`src/pnpr_pkg.sv`:
```
// shared constants, widths and register codes for the pixel normalize / patch reshape block
// no dependencies; imported by pnpr_norm and pixel_normalize_patch_reshape
package pnpr_pkg;

  // storage bounds of the patch-unfolded layout
  localparam int MAX_PATCHES    = 1024;
  localparam int MAX_PATCH_SIZE = 32;

  // field widths
  localparam int PIX_W   = 8;
  localparam int GAIN_W  = 16;
  localparam int OFF_W   = 21;
  localparam int NORM_W  = 16;
  localparam int ROW_W   = 5;
  localparam int SCOL_W  = 15;
  localparam int CFG_W   = 21;
  localparam int CIDX_W  = 3;

  // position counter widths
  localparam int PSZ_W   = $clog2(MAX_PATCH_SIZE + 1);
  localparam int CNT_W   = $clog2(MAX_PATCH_SIZE);
  localparam int WIP_W   = $clog2(MAX_PATCHES + 1);
  localparam int PCOL_W  = $clog2(MAX_PATCHES);
  localparam int BASE_W  = 16;
  localparam int PIDX_W  = BASE_W + 1;

  // register reset values
  localparam logic [GAIN_W-1:0] GAIN_RST  = GAIN_W'(1028);
  localparam logic [OFF_W-1:0]  OFF_RST   = OFF_W'(-65536);
  localparam logic [5:0]        PSZ_RST   = 6'd14;
  localparam logic [10:0]       WIP_RST   = 11'd1;

  // configuration register indexes
  typedef enum logic [CIDX_W-1:0] {
    REG_GAIN_RED     = 3'd0,
    REG_GAIN_GREEN   = 3'd1,
    REG_GAIN_BLUE    = 3'd2,
    REG_OFFSET_RED   = 3'd3,
    REG_OFFSET_GREEN = 3'd4,
    REG_OFFSET_BLUE  = 3'd5,
    REG_PATCH_SIZE   = 3'd6,
    REG_WIDTH_PATCH  = 3'd7
  } cfg_reg_t;

endpackage

```
`src/pnpr_norm.sv`:
```
// one channel of the normalizer: pix*gain + offset, round half up to Q4.12, saturate
// depends on pnpr_pkg for field widths
module pnpr_norm (
  input  logic [pnpr_pkg::PIX_W-1:0]         pix,
  input  logic [pnpr_pkg::GAIN_W-1:0]        gain,
  input  logic signed [pnpr_pkg::OFF_W-1:0]  offset,
  output logic signed [pnpr_pkg::NORM_W-1:0] norm
);
  import pnpr_pkg::*;

  localparam int PROD_W = PIX_W + GAIN_W;
  localparam int SUM_W  = PROD_W + 2;
  localparam int Q_W    = SUM_W - 4;

  logic [PROD_W-1:0]       prod;
  logic signed [SUM_W-1:0] sum;
  logic signed [Q_W-1:0]   q;

  // Q.16 sum with the rounding half step, then drop four fraction bits
  assign prod = PROD_W'(pix) * PROD_W'(gain);
  assign sum  = $signed({2'b00, prod}) + SUM_W'(offset) + SUM_W'(8);
  assign q    = Q_W'(sum >>> 4);

  // clamp to the signed 16-bit range
  always_comb begin
    if (q > Q_W'(32767)) begin
      norm = NORM_W'(32767);
    end else if (q < -Q_W'(32768)) begin
      norm = NORM_W'(-32768);
    end else begin
      norm = NORM_W'(q);
    end
  end

endmodule

```
`src/pixel_normalize_patch_reshape.sv`:
```
// top level: pixel normalizer with patch-unfold addressing, two register stages
// depends on pnpr_pkg and pnpr_norm
//
// Takes one RGB pixel per clock in raster order and returns one result per
// pixel. The result passes from the stage one register into the output
// register, and with out_tready high it leaves from there. One pixel per
// clock is kept as long as the output side takes results. Stage one
// captures the pixel together with its patch position (position counters
// advance at input acceptance, a set in_tuser bit restarts them first); stage
// two runs the three 8x16 channel multiplies and the patch index times patch
// size product. A stage stalls only when full and unable to pass on, so a held
// output only blocks the input when both stages are full. Configuration writes
// are always taken (cfg_ready is high) and must only be issued while the block is idle.
module pixel_normalize_patch_reshape (
  input  logic        clk,
  input  logic        rst_n,
  // input pixel requests
  input  logic        in_tvalid,
  output logic        in_tready,
  input  logic [23:0] in_tdata,   // red_in[7:0], green_in[15:8], blue_in[23:16]
  input  logic [0:0]  in_tuser,   // start_of_image[0]
  // result requests
  output logic        out_tvalid,
  input  logic        out_tready,
  output logic [71:0] out_tdata,  // norm_red[15:0], norm_green[31:16], norm_blue[47:32],
                                  // strip_row[52:48], strip_col[67:53], zero pad[71:68]
  output logic [0:0]  out_tuser,  // index_overflow[0]
  // configuration writes
  input  logic                          cfg_valid,
  output logic                          cfg_ready,
  input  logic [pnpr_pkg::CIDX_W-1:0]   cfg_index,
  input  logic [pnpr_pkg::CFG_W-1:0]    cfg_data
);
  import pnpr_pkg::*;

  // configuration registers
  logic [GAIN_W-1:0]       gain_r [3];
  logic signed [OFF_W-1:0] off_r  [3];
  logic [5:0]              psz_r;
  logic [10:0]             wip_r;

  assign cfg_ready = 1'b1;

  always_ff @(posedge clk) begin
    if (!rst_n) begin
      gain_r <= '{GAIN_RST, GAIN_RST, GAIN_RST};
      off_r  <= '{OFF_RST, OFF_RST, OFF_RST};
      psz_r  <= PSZ_RST;
      wip_r  <= WIP_RST;
    end else if (cfg_valid) begin
      case (cfg_reg_t'(cfg_index))
        REG_GAIN_RED:     gain_r[0] <= cfg_data[GAIN_W-1:0];
        REG_GAIN_GREEN:   gain_r[1] <= cfg_data[GAIN_W-1:0];
        REG_GAIN_BLUE:    gain_r[2] <= cfg_data[GAIN_W-1:0];
        REG_OFFSET_RED:   off_r[0]  <= cfg_data[OFF_W-1:0];
        REG_OFFSET_GREEN: off_r[1]  <= cfg_data[OFF_W-1:0];
        REG_OFFSET_BLUE:  off_r[2]  <= cfg_data[OFF_W-1:0];
        REG_PATCH_SIZE:   psz_r     <= cfg_data[5:0];
        REG_WIDTH_PATCH:  wip_r     <= cfg_data[10:0];
        default: ;
      endcase
    end
  end

  // effective patch size and width, zero acts as one, clipped to the bounds
  logic [PSZ_W-1:0] ps_eff;
  logic [WIP_W-1:0] wp_eff;

  always_comb begin
    if (psz_r == '0) begin
      ps_eff = PSZ_W'(1);
    end else if (7'(psz_r) > 7'(MAX_PATCH_SIZE)) begin
      ps_eff = PSZ_W'(MAX_PATCH_SIZE);
    end else begin
      ps_eff = PSZ_W'(psz_r);
    end
    if (wip_r == '0) begin
      wp_eff = WIP_W'(1);
    end else if (12'(wip_r) > 12'(MAX_PATCHES)) begin
      wp_eff = WIP_W'(MAX_PATCHES);
    end else begin
      wp_eff = WIP_W'(wip_r);
    end
  end

  // pipeline handshake
  logic s1_valid_r;
  logic s2_load, s1_load;

  assign s2_load   = s1_valid_r && (!out_tvalid || out_tready);
  assign in_tready = !s1_valid_r || s2_load;
  assign s1_load   = in_tvalid && in_tready;

  // position counters
  logic [CNT_W-1:0]  col_r, row_r;
  logic [PCOL_W-1:0] pcol_r;
  logic [BASE_W-1:0] base_r;
  logic [CNT_W-1:0]  col_cur, row_cur;
  logic [PCOL_W-1:0] pcol_cur;
  logic [BASE_W-1:0] base_cur;
  logic [PIDX_W-1:0] pidx;
  logic              ovf;
  logic [PIDX_W-1:0] base_sum;
  logic [CNT_W-1:0]  col_nxt, row_nxt;
  logic [PCOL_W-1:0] pcol_nxt;
  logic [BASE_W-1:0] base_nxt;

  always_comb begin
    if (in_tuser[0]) begin
      col_cur  = '0;
      row_cur  = '0;
      pcol_cur = '0;
      base_cur = '0;
    end else begin
      col_cur  = col_r;
      row_cur  = row_r;
      pcol_cur = pcol_r;
      base_cur = base_r;
    end

    pidx     = PIDX_W'(base_cur) + PIDX_W'(pcol_cur);
    ovf      = pidx >= PIDX_W'(MAX_PATCHES);
    base_sum = PIDX_W'(base_cur) + PIDX_W'(wp_eff);

    // raster advance: column in patch, then patch column, then row, then patch row
    col_nxt  = col_cur + CNT_W'(1);
    row_nxt  = row_cur;
    pcol_nxt = pcol_cur;
    base_nxt = base_cur;
    if ((PSZ_W'(col_cur) + PSZ_W'(1)) >= ps_eff) begin
      col_nxt = '0;
      if ((WIP_W'(pcol_cur) + WIP_W'(1)) >= wp_eff) begin
        pcol_nxt = '0;
        if ((PSZ_W'(row_cur) + PSZ_W'(1)) >= ps_eff) begin
          row_nxt = '0;
          if (base_sum[PIDX_W-1]) begin
            base_nxt = '1;
          end else begin
            base_nxt = base_sum[BASE_W-1:0];
          end
        end else begin
          row_nxt = row_cur + CNT_W'(1);
        end
      end else begin
        pcol_nxt = pcol_cur + PCOL_W'(1);
      end
    end
  end

  always_ff @(posedge clk) begin
    if (!rst_n) begin
      col_r  <= '0;
      row_r  <= '0;
      pcol_r <= '0;
      base_r <= '0;
    end else if (s1_load) begin
      col_r  <= col_nxt;
      row_r  <= row_nxt;
      pcol_r <= pcol_nxt;
      base_r <= base_nxt;
    end
  end

  // stage one: pixel and position
  logic [23:0]       s1_pix_r;
  logic [CNT_W-1:0]  s1_col_r, s1_row_r;
  logic [PCOL_W-1:0] s1_pidx_r;
  logic [PSZ_W-1:0]  s1_ps_r;
  logic              s1_ovf_r;

  always_ff @(posedge clk) begin
    if (!rst_n) begin
      s1_valid_r <= 1'b0;
    end else if (s1_load) begin
      s1_valid_r <= 1'b1;
    end else if (s2_load) begin
      s1_valid_r <= 1'b0;
    end
  end

  always_ff @(posedge clk) begin
    if (s1_load) begin
      s1_pix_r  <= in_tdata;
      s1_col_r  <= col_cur;
      s1_row_r  <= row_cur;
      s1_pidx_r <= pidx[PCOL_W-1:0];
      s1_ps_r   <= ps_eff;
      s1_ovf_r  <= ovf;
    end
  end

  // stage two: channel normalize and strip column
  logic signed [NORM_W-1:0] norm [3];

  for (genvar ch = 0; ch < 3; ch++) begin : g_chan
    pnpr_norm u_norm (
      .pix    (s1_pix_r[ch*PIX_W +: PIX_W]),
      .gain   (gain_r[ch]),
      .offset (off_r[ch]),
      .norm   (norm[ch])
    );
  end

  localparam int SPROD_W = PCOL_W + PSZ_W + 1;
  logic [SPROD_W-1:0] scol_full;
  logic [SCOL_W-1:0]  scol;

  assign scol_full = SPROD_W'(s1_pidx_r) * SPROD_W'(s1_ps_r) + SPROD_W'(s1_col_r);
  assign scol      = s1_ovf_r ? '0 : scol_full[SCOL_W-1:0];

  always_ff @(posedge clk) begin
    if (!rst_n) begin
      out_tvalid <= 1'b0;
    end else if (s2_load) begin
      out_tvalid <= 1'b1;
    end else if (out_tready) begin
      out_tvalid <= 1'b0;
    end
  end

  always_ff @(posedge clk) begin
    if (s2_load) begin
      out_tdata <= {4'b0000, scol, ROW_W'(s1_row_r), norm[2], norm[1], norm[0]};
      out_tuser <= s1_ovf_r;
    end
  end

`ifndef ASSERT_OFF
  // an overflowed patch index always carries a zero strip column
  a_ovf_zero_col: assert property (@(posedge clk) disable iff (!rst_n)
    out_tvalid && out_tuser[0] |-> out_tdata[67:53] == '0)
    else $error("strip column not zero on index overflow");

  // a start of image puts the pixel at the origin of the strip
  a_start_origin: assert property (@(posedge clk) disable iff (!rst_n)
    s1_load && in_tuser[0] |=> s1_col_r == '0 && s1_row_r == '0 && s1_pidx_r == '0)
    else $error("start of image did not restart position");

  // a held stage one pixel is not dropped while the output stalls
  a_s1_hold: assert property (@(posedge clk) disable iff (!rst_n)
    s1_valid_r && !s2_load |=> s1_valid_r && $stable(s1_pix_r))
    else $error("stage one pixel lost under stall");

  // a stage one pixel only moves into an empty or draining output register
  a_no_overwrite: assert property (@(posedge clk) disable iff (!rst_n)
    s2_load |-> !out_tvalid || out_tready)
    else $error("output register overwritten");
`endif

endmodule

```
`config.mk`:
```
export PLATFORM = sky130hd
export DESIGN_NAME = pixel_normalize_patch_reshape
export DESIGN_NICKNAME = d
export VERILOG_FILES = /design/src/pnpr_pkg.sv /design/src/pnpr_norm.sv /design/src/pixel_normalize_patch_reshape.sv
export SDC_FILE = /design/constraint.sdc
export NUM_CORES = 2
export LEC_CHECK = 0
export ABC_CLOCK_PERIOD_IN_PS = 8300
export BUFFER_PORTS_ARGS = -buffer_cell sky130_fd_sc_hd__buf_2
export CORE_MARGIN = 2
export CORE_UTILIZATION = 30
export DETAILED_ROUTE_END_ITERATION = 7
export PLACE_DENSITY = 0.45
export SYNTH_ARGS = -nofsm -noshare
export SYNTH_HDL_FRONTEND = slang
export SYNTH_SLANG_ARGS = --single-unit
```
`constraint.sdc`:
```
create_clock -name clk -period 8.3 [get_ports clk]
set_input_delay 0.83 -clock clk [delete_from_list [all_inputs] [get_ports clk]]
set_output_delay 0.83 -clock clk [all_outputs]
set_load 0.01 [all_outputs]
```
# Word level (Yosys, flattened, before mapping)
# Cells that the tools add are included.
# totals
reg_bits	286
latch_bits	0
ram_bits	0
rom_bits	0
in_bits	54
word_cells	108
mem_count	0
# op_classes
n_addsub	15
mul	4
div	0
n_lt_le_gt_ge	12
n_eq_ne	7
shift	0
muxes	25
bitwise_logic	0
reduce_logical	19
# op_table
op	n
16-bit two-way mux	8
25-bit by 21-bit adder with 26-bit output	3
26-bit by 5-bit adder with 26-bit output, second input constant	3
8-bit by 16-bit multiplier with 24-bit output	3
22-bit by 16-bit greater-than comparator with 1-bit output, second input constant	3
22-bit by 16-bit < comparator with 1-bit output, second input constant	3
10-bit two-way mux	3
5-bit two-way mux	6
11-bit two-way mux	2
16-bit by 10-bit adder with 17-bit output	1
16-bit by 11-bit adder with 17-bit output	1
17-bit by 11-bit >= comparator with 1-bit output, second input constant	1
2-bit AND reduction	8
15-bit by 5-bit adder with 15-bit output	1
10-bit by 6-bit multiplier with 15-bit output	1
5-bit by 1-bit adder with 6-bit output, second input constant	2
3-bit equality test, second input constant	4
6-bit >= comparator	2
6-bit two-way mux	2
10-bit by 1-bit adder with 11-bit output, second input constant	1
11-bit >= comparator	1
11-bit greater-than comparator, second input constant	1
11-bit zero test	1
10-bit by 1-bit adder with 10-bit output, second input constant	1
other kinds (11)	20

# Longest topological paths before layout
# depth
word_depth	8
ltp_mapped	33
depth_no_buf	32

# Cells and area by module
# From an unflattened synthesis, not the netlist that was laid out.
# unflattened
hier_cells	3385
area_unflattened_um2	30835.8
# modules_own_cells
mod	n_inst	cells_per_inst	area_per_inst_um2
pixel_normalize_patch_reshape	1	1432	14012.2
pnpr_norm (g_chan[1].u_norm)	1	707	5988.2
pnpr_norm (g_chan[2].u_norm)	1	622	5424.0
pnpr_norm (g_chan[0].u_norm)	1	624	5411.4

# Least setup slack after synthesis
# No wires, ideal clock.
# synth_timing
path_type	register to register
start	register s1_pix_r[14]
end	register out_tdata[21], data pin
setup_ns	0.270
arrival_time_ns	7.461
required_time_ns	8.030
setup_slack_ns	0.569
path_stages_with_launch	31
n_path_buf	2
period_less_slack_ns	7.731
path_cell_list	edfxtp_1 clkbuf_1 and2_1 fa_1 fa_1 fa_1 inv_1 fa_1 inv_1 ha_1 o21a_1 o21ai_0 a21boi_0 and3_1 a21oi_1 o21ai_0 o41ai_1 xnor2_1 ha_1 ha_1 and2_1 a221o_1 a31o_2 nor3_1 o21a_1 nor2_1 a311oi_1 xor2_1 a41oi_1 clkbuf_1 o21ai_0
# synth_via
elab_chain_len	5
elab_cells_between_ends	6
classes_between	add/sub (2); mul (1); order compare (2); mux (1)
# synth_lines
item	line_no	source
start, declared	pixel_normalize_patch_reshape.sv:165	logic [23:0] s1_pix_r;
start signal, assigned	pixel_normalize_patch_reshape.sv:183	s1_pix_r <= in_tdata;
8-bit by 16-bit multiplier with 24-bit output (*)	pnpr_norm.sv:20	assign prod = PROD_W'(pix) * PROD_W'(gain);
25-bit by 21-bit adder with 26-bit output (*)	pnpr_norm.sv:21	assign sum = $signed({2'b00, prod}) + SUM_W'(offset) + SUM_W'(8);
26-bit by 5-bit adder with 26-bit output (*)	pnpr_norm.sv:21	
22-bit by 16-bit < comparator with 1-bit output	pnpr_norm.sv:28	end else if (q < -Q_W'(32768)) begin
16-bit two-way mux	pnpr_norm.sv:28	
end signal, assigned	pixel_normalize_patch_reshape.sv:223	out_tdata <= {4'b0000, scol, ROW_W'(s1_row_r), norm[2], norm[1], norm[0]};
end, declared	pixel_normalize_patch_reshape.sv:25	output logic [71:0] out_tdata,
# Every way passes the cells marked *; elsewhere a longest branch is shown, timed or not.
# A chain may end at the register's enable or synchronous reset.

# Worst setup path after layout
# layout_timing
start	register s1_pix_r[6]
end	register out_tdata[7], data pin
# Same word-level chain as after synthesis.

==> metrics.md <==
| Metric | Value |
|---|---|
| Clock Latency Late Sink | `~0.59 ns` |
| Layout overhead on the synthesized area | `13.1%` |
| Number of synthesized flops with an enable pin | `120` |
| Lkg Pwr | `about 16 nW` |
| Hold Crit Class | `input port to flop` |
| CTS Buf Count | `41` |
| Die area | `just over 100,000 um^2` |
| First-pass GRT wire length | `between 100 and 150 mm` |
| Design Power | `approximately 0.005 W` |
| Synth area leader | `fa_1` |
| Post-synthesis compound-gate area fraction | `0.120` |
| Hold path cells | `1` |
| DR WL/cell | `17.2 um` |
| Number of synthesized register bits | `roughly 290` |
| DR vias | `roughly 22,000` |
| Synth warnings | `0` |
| CP endpoint kind | `flop` |
| Worst endpoint required time | `around 8.6 ns` |
| Largest stage delay, worst path | `0.54 ns` |
| Largest family of logic cells by synthesized area | `adder cells` |
| Core area | `around 99,000 um^2` |
| Drt drc | `0` |
| Pwr/cell area | `150 nW/um^2` |
| Max cap viols | `0` |
| Share of cells above drive strength 1 | `0.0942` |
| Final hold vios | `0` |
| Most frequent cell after synthesis | `nand2_1` |
| Peak supply drop | `around 120 uV` |
| Clock Sinks | `between 200 and 300` |
| Minimum clock period | `about 8 ns` |
| Die H | `roughly 320 um` |
| Top post-synthesis cells by area | `fa_1 (19%), ha_1 (15%), edfxtp_1 (12%)` |
| Yosys cell types | `77` |
| Clock skew | `0.0278 ns` |
| Post-synthesis simple-gate area fraction | `0.190` |
| Max Clk Rate | `approximately 120 MHz` |
| Yosys top cell area share | `0.192` |
| I/O pin cnt | `130` |
| Initial antenna violation count | `8` |
| Initial Utilization | `0.304` |
| Fin Setup TNS | `0 ns` |
| Sequential area share after synthesis | `0.231` |
| R2r setup slk | `about 0.29 ns` |
| Run status | `finished, final reports clean` |
| Adder-cell share of the synthesized area | `0.340` |
| WS Path Type | `flop to flop` |
| Relative slew margins | `0.235` |
| Gr ovfl total | `0` |
| Largest net degree at the start of global routing | `76` |
| Clock tree root buffer cell | `clkbuf_16` |
| Worst-path clk slew | `around 0.06 ns` |
| Final setup fails | `0` |
| Seq. cell area | `6930 um^2` |
| Post-synth ARST share | `0` |
| Worst Tran Pin Value | `1.14 ns` |
| I/O Buffers | `~120` |
| Rows | `roughly 120` |
| DP Wirelength | `roughly 63 mm` |
| GRT Total Usage | `0.161` |
| Synth Instances | `3,289` |
| Area of the multi-input gates | `around 21,000 um^2` |
| Number of global-route vias before repair | `between 20,000 and 25,000` |
| Final-report max-slew violation count | `0` |
| Antenna-violating nets left | `0` |
| H-tree levels | `2` |
| CTS Buffer Depth | `3` |
| NumNets Final | `around 4,100` |
| CP max-delay cell | `fa_1` |
| Most frequent CP cell | `fa_1` |
| FILL cells | `10,300` |
| Critical path fanouts, max | `15` |
| Final GP Congestion | `roughly 0.80` |
| CP Data Arrival Time | `8.33 ns` |
| Post-Route Utilization | `0.343` |
| Synth Cell Area | `between 20,000 and 30,000 um^2` |
| First drt pass iteration count | `5` |
| Crit path launch type | `flop` |
| Reg2Reg Depth | `28` |
| Final WL | `slightly above 80 mm` |
| Avg Cell Area, Syn | `9.11 um^2` |
| Synth Area in XOR/XNOR | `0.0485` |
| Via density | `between 4 and 5` |
| Mux share of post-synthesis cell area | `0.00267` |
| Final Cycle Share | `0.966` |
| Die Wd | `between 300 and 400 um` |
| CTS tree | `yes` |
| Primary FF master, synth | `dfxtp_1` |
| Synth cell count leaders | `nand2_1 (450), inv_1 (412), ha_1 (354)` |
| Initial DRC Count | `around 1,100` |
[layout by cell type, fill, tap and decap left out, drive strengths merged, types with 9 or more instances in the layout]
| master | instances |
|---|---|
| xor2 | 64 |
| dfxtp | 166 |
| clkbuf | 57 |
| a21oi | 107 |
| and3 | 18 |
| nor2 | 89 |
| nor3 | 28 |
| clkinv | 15 |
| buf | 212 |
| ha | 354 |
| xnor2 | 102 |
| o21bai | 23 |
| nand2 | 450 |
| o21a | 22 |
| a211oi | 10 |
| nor2b | 70 |
| o21ai | 97 |
| a21o | 44 |
| or2 | 11 |
| fa | 288 |
| edfxtp | 120 |
| nand4 | 11 |
| nand2b | 18 |
| a22oi | 9 |
| and2 | 349 |
| a31oi | 18 |
| o31ai | 16 |
| nand3 | 64 |
| inv | 414 |
| a21boi | 123 |
[critical path: cells and delay by family (launching register included)]
kind                     cells  cell delay [ns]
XOR/XNOR                     2             0.24
buffers and inverters        4             0.47
AND/OR/NAND/NOR              4             0.95
AO/OA/AOI/OAI               11             2.54
flip-flops                   1             0.53
adder cells (fa/ha/maj)      7             3.01
[flip-flops by register name, indices dropped and copies added, names as in the netlist, 6 cells and up]
| register | count |
|---|---|
| gain_r | 48 |
| base_r | 16 |
| s1_ps_r | 6 |
| psz_r | 6 |
| off_r | 63 |
| s1_pix_r | 24 |
| s1_pidx_r | 10 |
| pcol_r | 10 |
| wip_r | 11 |
| out_tdata | 68 |
[timing repair]
item | CTS | global route
gates resized for setup | 1 | 17
pin swaps | 0 | 4
endpoints found under the setup margin | 15 | 46
buffers inserted | 0 | 39
hold buffers | 0 | 0
[cell type report]
type | count | share of cell area
multi-input cells | 2485 | 0.623
diodes | 3 | 0.000222
repair buffers | 214 | 0.0395
clock inverters | 20 | 0.00617
well taps | 1287 | 0.0475
flip-flops and latches | 286 | 0.205
inverters | 413 | 0.0458
clock buffers | 55 | 0.0330
[per-layer routing]
metal | wire (um) | track usage | vias to the layer above
met1 | 39500 | 0.224 | 10900
met2 | 37300 | 0.258 | 334
met4 | 2320 | 0.0476 | 6
met5 | 32 | 0 | -
met3 | 2880 | 0.0215 | 109
li1 | - | - | 11100
[worst paths after layout]
| path | end | from |
|---|---|---|
| worst max-delay path | out_tdata[7] | s1_pix_r[6] |
| worst min-delay path | s1_pix_r[20] | in_tdata[20] |
| worst max register to register | out_tdata[7] | s1_pix_r[6] |
| worst min register to register | out_tdata[50] | s1_row_r[2] |
[power by group]
part / leakage, nW / total [W] / internal [W] / switching (W)
combinational: 12.8 / 0.00162 / 0.000667 / 0.000950
sequential: 2.50 / 0.00169 / 0.00162 / 0.0000714
clock: 0.657 / 0.00177 / 0.00104 / 0.000728
[cells by family (layout without fill, tap and decap cells)]
family | after synthesis | count (layout)
other | 2 | 8
muxes | 8 | 8
adders and majority gates | 642 | 642
DFF | 286 | 286
AOI/OAI and AO/OA | 526 | 526
and+or+nand+nor | 1138 | 1138
xor gates and xnor gates | 166 | 166
buffers and inverters | 521 | 702
[per-stage QoR]
step	std cells	cell area [um^2]	worst slack, ns	hold slack [ns]
2_1_floorplan	3292	30000	0.569	0.400
3_3_place_gp	4646	32200	0.0207	0.409
4_1_cts	4721	33500	0.108	0.379
5_1_grt	4761	33900	-0.0333	0.395
6_report	4763	33900	0.286	0.413
3_5_place_dp	4646	32200	-0.0815	0.406
Note: power is estimated with default switching activity, not from simulation.
